### config.mk
export PLATFORM = sky130hd
export DESIGN_NAME = multi_server_fifo_dispatcher_top
export DESIGN_NICKNAME = d
export VERILOG_FILES = /design/src/rtl/core/msfd_pkg.sv /design/src/rtl/core/msfd_job_queue.sv /design/src/rtl/core/msfd_worker_unit.sv /design/src/rtl/core/multi_server_fifo_dispatcher_top.sv
export SDC_FILE = /design/constraint.sdc
export NUM_CORES = 1
export LEC_CHECK = 0
export ABC_AREA = 1
export ABC_CLOCK_PERIOD_IN_PS = 6000
export BUFFER_PORTS_ARGS = -buffer_cell sky130_fd_sc_hd__buf_4
export CORE_MARGIN = 3
export CORE_UTILIZATION = 30
export CTS_CLUSTER_SIZE = 16
export DETAILED_ROUTE_END_ITERATION = 6
export PLACE_DENSITY = 0.45
export SLEW_MARGIN = 10
export SYNTH_ARGS = -nofsm -noshare
export SYNTH_HDL_FRONTEND = slang
export SYNTH_SLANG_ARGS = --single-unit
### constraint.sdc
create_clock -name clk_i -period 6 [get_ports clk_i]
set_clock_uncertainty 0.05 [all_clocks]
set_input_delay 0.6 -clock clk_i [delete_from_list [all_inputs] [get_ports clk_i]]
set_output_delay 0.6 -clock clk_i [all_outputs]
set_load 0.01 [all_outputs]
### src/rtl/core/msfd_pkg.sv
// shared types, constants and helpers for the multi-server fifo dispatcher
package msfd_pkg;

  localparam int unsigned QueueSlots  = 16;
  localparam int unsigned WorkerCount = 2;

  localparam int unsigned PtrW  = $clog2(QueueSlots);
  localparam int unsigned WkW   = (WorkerCount > 1) ? $clog2(WorkerCount) : 1;
  localparam int unsigned IdW   = 16;
  localparam int unsigned TickW = 16;
  localparam int unsigned SvcW  = 4;
  localparam int unsigned SumW  = 32;
  localparam int unsigned LvlW  = 4;

  typedef logic [PtrW-1:0] ptr_t;
  typedef logic [WkW-1:0]  wk_idx_t;

  typedef enum logic [1:0] {
    ActRest  = 2'd0,
    ActServe = 2'd1,
    ActStart = 2'd2
  } action_e;

  typedef struct packed {
    logic            arrival;
    logic [SvcW-1:0] job_service;
  } in_t;

  typedef struct packed {
    logic             worker_index;
    action_e          action;
    logic [IdW-1:0]   job_id;
    logic [TickW-1:0] wait_ticks;
    logic             arrival_dropped;
    logic [SumW-1:0]  wait_total;
    logic [LvlW-1:0]  queue_level;
    logic             last;
  } out_t;

  // one queue entry: id, arrival tick, service time
  typedef struct packed {
    logic [IdW-1:0]   id;
    logic [TickW-1:0] arrived;
    logic [SvcW-1:0]  service;
  } job_t;

  // queue status seen by the rest of the block
  typedef struct packed {
    logic empty;
    logic full;
    ptr_t level;
  } q_stat_t;

  // one worker step as reported by the worker unit
  typedef struct packed {
    action_e          action;
    logic [IdW-1:0]   job_id;
    logic [TickW-1:0] wait_ticks;
    logic [SumW-1:0]  wait_total;
  } wk_res_t;

  function automatic ptr_t slot_after(ptr_t p);
    ptr_t r;
    if (p == PtrW'(QueueSlots - 1)) begin
      r = '0;
    end else begin
      r = p + PtrW'(1);
    end
    return r;
  endfunction

endpackage

### src/rtl/core/msfd_job_queue.sv
// circular job queue in a synchronous memory with a prefetched head entry
module msfd_job_queue (
  input  logic             clk_i,
  input  logic             rst_ni,
  input  logic             push_en_i,
  input  msfd_pkg::job_t   push_job_i,
  input  logic             pop_en_i,
  output msfd_pkg::job_t   head_job_o,
  output msfd_pkg::q_stat_t q_stat_o
);

  msfd_pkg::job_t mem_q [msfd_pkg::QueueSlots];
  msfd_pkg::job_t head_rd_q;
  msfd_pkg::ptr_t head_q, head_d;
  msfd_pkg::ptr_t tail_q, tail_d;

  // head after this cycle's pop, full and level seen after the pop
  always_comb begin
    head_d = pop_en_i ? msfd_pkg::slot_after(head_q) : head_q;
    tail_d = push_en_i ? msfd_pkg::slot_after(tail_q) : tail_q;
    q_stat_o.empty = (head_q == tail_q);
    q_stat_o.full  = (msfd_pkg::slot_after(tail_q) == head_d);
    if (tail_q >= head_d) begin
      q_stat_o.level = tail_q - head_d;
    end else begin
      q_stat_o.level = tail_q + msfd_pkg::PtrW'(msfd_pkg::QueueSlots) - head_d;
    end
  end

  always_ff @(posedge clk_i or negedge rst_ni) begin
    if (!rst_ni) begin
      head_q <= '0;
      tail_q <= '0;
    end else begin
      head_q <= head_d;
      tail_q <= tail_d;
    end
  end

  // write port at the tail, read port prefetches the next head
  always_ff @(posedge clk_i) begin
    if (push_en_i) begin
      mem_q[tail_q] <= push_job_i;
    end
  end

  // bypass a write that lands on the entry being prefetched
  always_ff @(posedge clk_i) begin
    if (push_en_i && (tail_q == head_d)) begin
      head_rd_q <= push_job_i;
    end else begin
      head_rd_q <= mem_q[head_d];
    end
  end

  assign head_job_o = head_rd_q;

endmodule

### src/rtl/core/msfd_worker_unit.sv
// per-worker service counters, dispatch decision and saturating wait total
module msfd_worker_unit (
  input  logic                          clk_i,
  input  logic                          rst_ni,
  input  logic                          step_en_i,
  input  msfd_pkg::wk_idx_t             wk_i,
  input  logic [msfd_pkg::TickW-1:0]    cur_tick_i,
  input  logic                          q_empty_i,
  input  msfd_pkg::job_t                head_job_i,
  output logic                          pop_o,
  output msfd_pkg::wk_res_t             res_o
);

  logic [msfd_pkg::SvcW-1:0]  rem_q  [msfd_pkg::WorkerCount];
  logic [msfd_pkg::IdW-1:0]   serv_q [msfd_pkg::WorkerCount];
  logic [msfd_pkg::SumW-1:0]  sum_q, sum_d;
  logic [msfd_pkg::SumW:0]    sum_ext;
  logic [msfd_pkg::TickW-1:0] wait_ticks;
  logic                       busy;

  always_comb begin
    busy       = (rem_q[wk_i] != '0);
    pop_o      = step_en_i && !busy && !q_empty_i;
    wait_ticks = cur_tick_i - head_job_i.arrived;
    sum_ext    = {1'b0, sum_q} + {{(msfd_pkg::SumW + 1 - msfd_pkg::TickW){1'b0}}, wait_ticks};
    sum_d      = sum_q;
    res_o      = '{action: msfd_pkg::ActRest, job_id: '0, wait_ticks: '0, wait_total: sum_q};
    if (busy) begin
      res_o.action = msfd_pkg::ActServe;
      res_o.job_id = serv_q[wk_i];
    end else if (!q_empty_i) begin
      sum_d = sum_ext[msfd_pkg::SumW] ? '1 : sum_ext[msfd_pkg::SumW-1:0];
      res_o.action     = msfd_pkg::ActStart;
      res_o.job_id     = head_job_i.id;
      res_o.wait_ticks = wait_ticks;
      res_o.wait_total = sum_d;
    end
  end

  always_ff @(posedge clk_i or negedge rst_ni) begin
    if (!rst_ni) begin
      for (int i = 0; i < msfd_pkg::WorkerCount; i++) begin
        rem_q[i]  <= '0;
        serv_q[i] <= '0;
      end
      sum_q <= '0;
    end else if (step_en_i) begin
      if (busy) begin
        rem_q[wk_i] <= rem_q[wk_i] - msfd_pkg::SvcW'(1);
      end else if (!q_empty_i) begin
        rem_q[wk_i]  <= head_job_i.service;
        serv_q[wk_i] <= head_job_i.id;
        sum_q        <= sum_d;
      end
    end
  end

endmodule

### src/rtl/core/multi_server_fifo_dispatcher_top.sv
// top level of the multi-server fifo dispatcher: tick sequencer and result register
//
// Each input transaction is one tick: an optional arriving job and its service
// time. An arrival is stamped with the next job id and the tick count and pushed
// into a circular queue held in a one-port-write, one-port-read memory of
// QueueSlots entries (at most QueueSlots-1 jobs waiting); when the queue is full
// the job is dropped and arrival_dropped is set on every result of that tick.
// The workers are then stepped one per cycle in index order, each giving one
// result transaction, the last one flagged by last. They step one at a time
// because the shared queue head can be popped by at most one worker per cycle,
// as each pop prefetches the next head entry from the memory. The next tick
// is accepted in the cycle of the current tick's last worker step, so ticks
// follow back to back when the result side keeps up. A stalled result holds
// the worker sequence; an idle block accepts a tick even while a result still
// waits. There is no clearing pass after reset.
module multi_server_fifo_dispatcher_top (
  input  logic           clk_i,
  input  logic           rst_ni,
  input  logic           in_valid_i,
  output logic           in_ready_o,
  input  msfd_pkg::in_t  in_data_i,
  output logic           out_valid_o,
  input  logic           out_ready_i,
  output msfd_pkg::out_t out_data_o
);

  localparam msfd_pkg::wk_idx_t LastWk = msfd_pkg::WkW'(msfd_pkg::WorkerCount - 1);

  // tick sequencer
  logic              active_q, active_d;
  msfd_pkg::wk_idx_t wk_q, wk_d;
  logic              step_en;
  logic              last_step;
  logic              accept;

  // tick context
  logic [msfd_pkg::TickW-1:0] tick_q, tick_d;
  logic [msfd_pkg::TickW-1:0] cur_tick_q;
  logic [msfd_pkg::IdW-1:0]   next_id_q, next_id_d;
  logic                       dropped_q;

  // queue and worker connections
  logic              push_en;
  msfd_pkg::job_t    push_job;
  logic              pop_en;
  msfd_pkg::job_t    head_job;
  msfd_pkg::q_stat_t q_stat;
  msfd_pkg::wk_res_t wk_res;

  // result register
  logic           out_valid_q, out_valid_d;
  msfd_pkg::out_t out_q;

  // a worker steps when the result register is free or being drained
  assign step_en    = active_q && (!out_valid_q || out_ready_i);
  assign last_step  = step_en && (wk_q == LastWk);
  assign in_ready_o = !active_q || last_step;
  assign accept     = in_valid_i && in_ready_o;

  // push happens in the accept cycle, after any pop of the tick being finished
  assign push_en  = accept && in_data_i.arrival && !q_stat.full;
  assign push_job = '{id: next_id_q, arrived: tick_q, service: in_data_i.job_service};

  always_comb begin
    active_d  = active_q;
    wk_d      = wk_q;
    tick_d    = tick_q;
    next_id_d = next_id_q;
    if (accept) begin
      active_d = 1'b1;
      wk_d     = '0;
      tick_d   = tick_q + msfd_pkg::TickW'(1);
    end else if (last_step) begin
      active_d = 1'b0;
    end else if (step_en) begin
      wk_d = wk_q + msfd_pkg::WkW'(1);
    end
    if (push_en) begin
      next_id_d = next_id_q + msfd_pkg::IdW'(1);
    end
  end

  always_ff @(posedge clk_i or negedge rst_ni) begin
    if (!rst_ni) begin
      active_q  <= 1'b0;
      wk_q      <= '0;
      tick_q    <= '0;
      next_id_q <= '0;
    end else begin
      active_q  <= active_d;
      wk_q      <= wk_d;
      tick_q    <= tick_d;
      next_id_q <= next_id_d;
    end
  end

  // per-tick context, payload only
  always_ff @(posedge clk_i) begin
    if (accept) begin
      cur_tick_q <= tick_q;
      dropped_q  <= in_data_i.arrival && q_stat.full;
    end
  end

  msfd_job_queue u_job_queue (
    .clk_i      (clk_i),
    .rst_ni     (rst_ni),
    .push_en_i  (push_en),
    .push_job_i (push_job),
    .pop_en_i   (pop_en),
    .head_job_o (head_job),
    .q_stat_o   (q_stat)
  );

  msfd_worker_unit u_worker_unit (
    .clk_i      (clk_i),
    .rst_ni     (rst_ni),
    .step_en_i  (step_en),
    .wk_i       (wk_q),
    .cur_tick_i (cur_tick_q),
    .q_empty_i  (q_stat.empty),
    .head_job_i (head_job),
    .pop_o      (pop_en),
    .res_o      (wk_res)
  );

  // result register: loads on a worker step, drains on out_ready_i
  always_comb begin
    out_valid_d = out_valid_q;
    if (step_en) begin
      out_valid_d = 1'b1;
    end else if (out_ready_i) begin
      out_valid_d = 1'b0;
    end
  end

  always_ff @(posedge clk_i or negedge rst_ni) begin
    if (!rst_ni) begin
      out_valid_q <= 1'b0;
    end else begin
      out_valid_q <= out_valid_d;
    end
  end

  always_ff @(posedge clk_i) begin
    if (step_en) begin
      out_q.worker_index    <= wk_q[0];
      out_q.action          <= wk_res.action;
      out_q.job_id          <= wk_res.job_id;
      out_q.wait_ticks      <= wk_res.wait_ticks;
      out_q.arrival_dropped <= dropped_q;
      out_q.wait_total      <= wk_res.wait_total;
      out_q.queue_level     <= msfd_pkg::LvlW'(q_stat.level);
      out_q.last            <= (wk_q == LastWk);
    end
  end

  assign out_valid_o = out_valid_q;
  assign out_data_o  = out_q;

endmodule
==> results by stage <==
Clock network:
- The cell chosen for the clock root is clkbuf_16.
- In this run, CTS created clock tree buffers numbering 86.
- The clock latency on the worst-skew pair is 640 ps.
- CTS built an H-tree with a depth of 3.
- The clock passes through at most 3 buffers.
- TritonCTS built the clock tree.
- The clock drives 784 sinks.
- The clock-pin transition on the worst setup and hold timing paths is 60 ps.

Yosys:
- The number of enable flip-flop cells after synthesis is 665.
- Summing every instance area after synthesis gives 33600 um^2.
- The number of distinct library cells after synthesis is 43.
- After synthesis, the largest area contributor takes up 59.4% of total cell area.
- In the synthesized netlist the dominant register cell turns out to be edfxtp_1.
- The sequential cell area fraction in the yosys report is 68.2%.
- In the synthesized netlist, the number of instances is 2956.
- The synthesized design contains 784 register bits.
- The cell type contributing the most total cell area after synthesis is edfxtp_1.
- After synthesis, the cell types taking the most area are edfxtp_1, dfrtp_1, o21ai_0.
- Of all flip-flops after synthesis, the portion carrying an async set or reset was 14.7%.
- Synthesis produced a netlist with a net count of 3014.
- After synthesis, the mean cell area works out to 11.4 um^2.
- During synthesis, Yosys emitted a total of 0 warnings.

STA:
- Setup repair after global routing left no endpoint under its margin.
- The slew at the pin closest to its max-slew limit is 1110 ps.
- The maximum clock rate is 194 MHz.
- The final worst slack is 836 ps.
- For the finished layout, the period the worst path requires is 5160 ps.
- The setup total negative slack is 0 ps.
- The number of endpoints failing setup at the final stage is 0.
- The final count of hold timing violations is 0.
- The max-slew violation count is 0.
- The relative slew slack is 25.8%.
- In the finished design, the share of the clock period the worst path needs comes to 86.1%.

Worst hold path:
- In this run the worst hold path is classified as in -> reg.

Layout:
- In the layout the commonest cells are edfxtp_1, nand2_1, o21ai_0, nor2_1, inv_1.
- The library cell used most frequently in the layout, excluding fill and tap cells, is edfxtp_1.
- Of the cells placed in the final design, the portion with a size suffix greater than 1 is 10.6%.
- The area growth from synthesis to layout is 16.4%.
- Across the whole layout, storage elements account for 22900 um^2.
- Once layout is complete, the cells apart from fillers number 4598.
- The total area of multi-input combinational cells is 9440 um^2.
- In the final design database the tool counted 3094 nets.
- The total of fill cells in the finished design is 11.0k.

Power:
- The analysis attributes to cell leakage a power of 14.1 nW.
- The analysis attributes to net switching a power of 9.32 mW.
- The cell internal power dissipation is 13.3 mW.
- The share of total power in the clock network is 24.0%.
- Of the total power, the share spent switching nets is 41.3%.
- The fraction of power consumed by sequential logic is 33.7%.
- The power per standard cell area is 577 nW/um^2.
- VDD sags by at most 0.352 mV.
- The fraction of power consumed by combinational cells is 42.2%.

Global route:
- Global routing used 16.5% of the available tracks.
- The number of antenna violations at the first check in global routing is 3.
- The maximum number of pins on one net before global-route repair is 106.
- The wire length of the first global-routing pass is 145 mm.
- The total overflow reported by the global router is 0.
- The number of global-route vias before repair came to 22.1k.

Detailed routing:
- After detailed routing, the number of remaining DRC violations is 0.
- Detailed routing inserted a total of 22.5k vias.
- The initial detailed-routing violation count is 1708.
- Dividing the detail-routed via count by the number of cells gives 4.89.
- The overall routed net length is 97.0 mm.
- The remaining number of nets flagged by the antenna check after routing is 0.
- After detailed routing, the average wire length per cell comes to 21.1 um.
- The routed length on met2 is 45.6 mm.
- After detailed routing, no signal wire sits above met5.
- The met3 wire length is 4.48 mm.
- The pre-antenna-repair detailed-routing pass consisted of 5 iterations.
- After detailed routing, the wire length on met1 is 44.6 mm.

Worst setup path:
- STA classifies the critical path endpoint as a flop.
- The signal arrival time at the worst endpoint is 5570 ps.
- The required time at the endpoint of the critical path is 6410 ps.
- By startpoint and endpoint, the worst setup path is classified as reg -> reg.
- The maximum fanout count along the critical path is 29.
- The worst setup path is launched from a flop.

Die:
- The floorplan die area is 116000 um^2.
- From bottom edge to top edge, the die measures 341 um.
- In this run the standard cell core region covers 111000 um^2.
- The overall die width is 341 um.
- Once the floorplan was initialized, standard cells occupied 30.3% of the core.
- In this run the count of I/O pins placed on the die edge is 84.
- In this run the core area contains 122 standard-cell rows.

Run:
- The tool flagged a number of max-cap violations equal to 0.

Placement:
- Input and output buffers added on the ports amount to 83.
- The total placed cells including tap cells is 4435.
- Prior to clock tree synthesis, the placed netlist has a worst setup slack of 829 ps.
- The HPWL after detailed placement is 55.0 mm.
- The global placer's final weighted congestion is 0.865.

Run status:
- The flow ran to the end, and the final reports show no timing, DRC or antenna violations.
per-layer routing:
metal  up-vias  track usage (%)
met5         -                0
met4         2             5.01
met3       146             2.44
met2       511             26.9
met1     11200             22.8
li1      10700                -
power groups by stage:
stage | clock network [mW] | registers, mW | logic, mW
final | 5.43 | 7.62 | 9.53
after global routing | 5.80 | 7.72 | 10.8
after CTS | 5.59 | 7.63 | 9.65
after detailed placement | 0 | 7.73 | 9.60
after global placement | 0 | 7.74 | 9.63
after floorplan | 0 | 7.60 | 6.22
flip-flops by register name, indices dropped and copies added (netlist names), 4 cells and up, named ones only:
| name | flops |
|---|---|
| u_job_queue.mem_q | 576 |
| out_data_o | 72 |
| u_worker_unit.serv_q | 32 |
| u_worker_unit.sum_q | 32 |
| cur_tick_q | 16 |
| next_id_q | 16 |
| tick_q | 16 |
| u_worker_unit.rem_q | 8 |
| u_job_queue.head_q | 4 |
| u_job_queue.tail_q | 4 |
cell families (layout without fill, tap and decap cells):
family,Yosys count,after routing,synth area share (%)
other,0,1,0
buffers and inverters,357,510,4.07
flip-flops,784,784,68.2
AND/OR/NAND/NOR,1048,1048,12.7
multiplexers,15,15,0.499
XOR/XNOR,54,54,1.41
adder cells (fa/ha/maj),49,49,1.89
AO/OA/AOI/OAI,649,649,11.3
synth_stat cells (2+ instances only):
master      n
edfxtp_1  665
nand2_1   431
nor2_1    418
o21ai_0   418
inv_1     196
nand3_1   146
clkbuf_1  136
dfrtp_1   115
o221ai_1  102
a21oi_1    48
ha_1       46
o211ai_1   38
o22ai_1    36
xor2_1     34
xnor2_1    20
nand4_1    19
nor3_1     15
mux2_2     14
buf_2      13
clkinv_1    4
dfxtp_1     4
buf_4       3
fa_1        3
inv_2       3
nor2_2      3
or2_2       3
and2_1      2
buf_1       2
nand2_2     2
nand3b_1    2
nor4_1      2
o31ai_1     2
final timing paths:
kind	startpoint	to	slack, ps	cells after the start
setup / recovery	flop	out_data_o[29]	840	26
hold / removal	out_ready_i	out_valid_o	160	4
setup reg to reg	flop	out_data_o[29]	840	26
hold reg to reg	dropped_q	out_data_o[37]	380	0
max in group asynchronous	rst_ni	u_worker_unit.serv_q[20]	4090	3
min in group asynchronous	rst_ni	u_worker_unit.sum_q[13]	480	2
critical path, cell delays in order (launching register included):
cell and delay (ps):
dfxtp_4 540, buf_4 390, o21ai_0 150, o221ai_1 210, nand3_1 120, nand2_1 80
inv_1 40, ha_1 320, a21oi_1 130, nand2_1 100, a21oi_1 260, o21ai_0 230
nand2_1 110, nand2_1 80, xnor2_1 190, inv_1 70, ha_1 380, nand2_1 110
nor2_1 210, and3_1 220, nand2_1 60, nand2_1 90, buf_4 180, nand3_1 80
o21ai_0 230, nor2_1 80, a21oi_1 210
cell type report:
cell class                 instances  area share (%)
sequential                       784            58.7
multi-input combinational       1815            24.1
clock buffer                     115            6.23
tap                             1488            4.76
timing repair buffer             146            3.01
inverter                         203            1.98
clock inverter                    46            1.20
antenna                            1         0.00640
stage by stage:
step / total power, mW / cell area (um^2) / utilization, % / hold WS [ps]
global placement: 17.4 / 36200 / 32.6 / 360
floorplan: 13.8 / 33600 / - / 254
finish: 22.6 / 39100 / 35.2 / 163
detailed placement: 17.3 / 36200 / 32.6 / 362
CTS: 22.9 / 39100 / 35.2 / 122
global route: 24.3 / 39100 / 35.2 / 182
what timing repair did:
action | 4_1_cts | 5_1_grt
setup endpoints to repair | 0 | 0
hold buffers | 1 | 0
setup buffers | 0 | 0
resized for setup | 0 | 0
hold endpoints to repair | 56 | 0
Power figures use the tool's default switching activity.
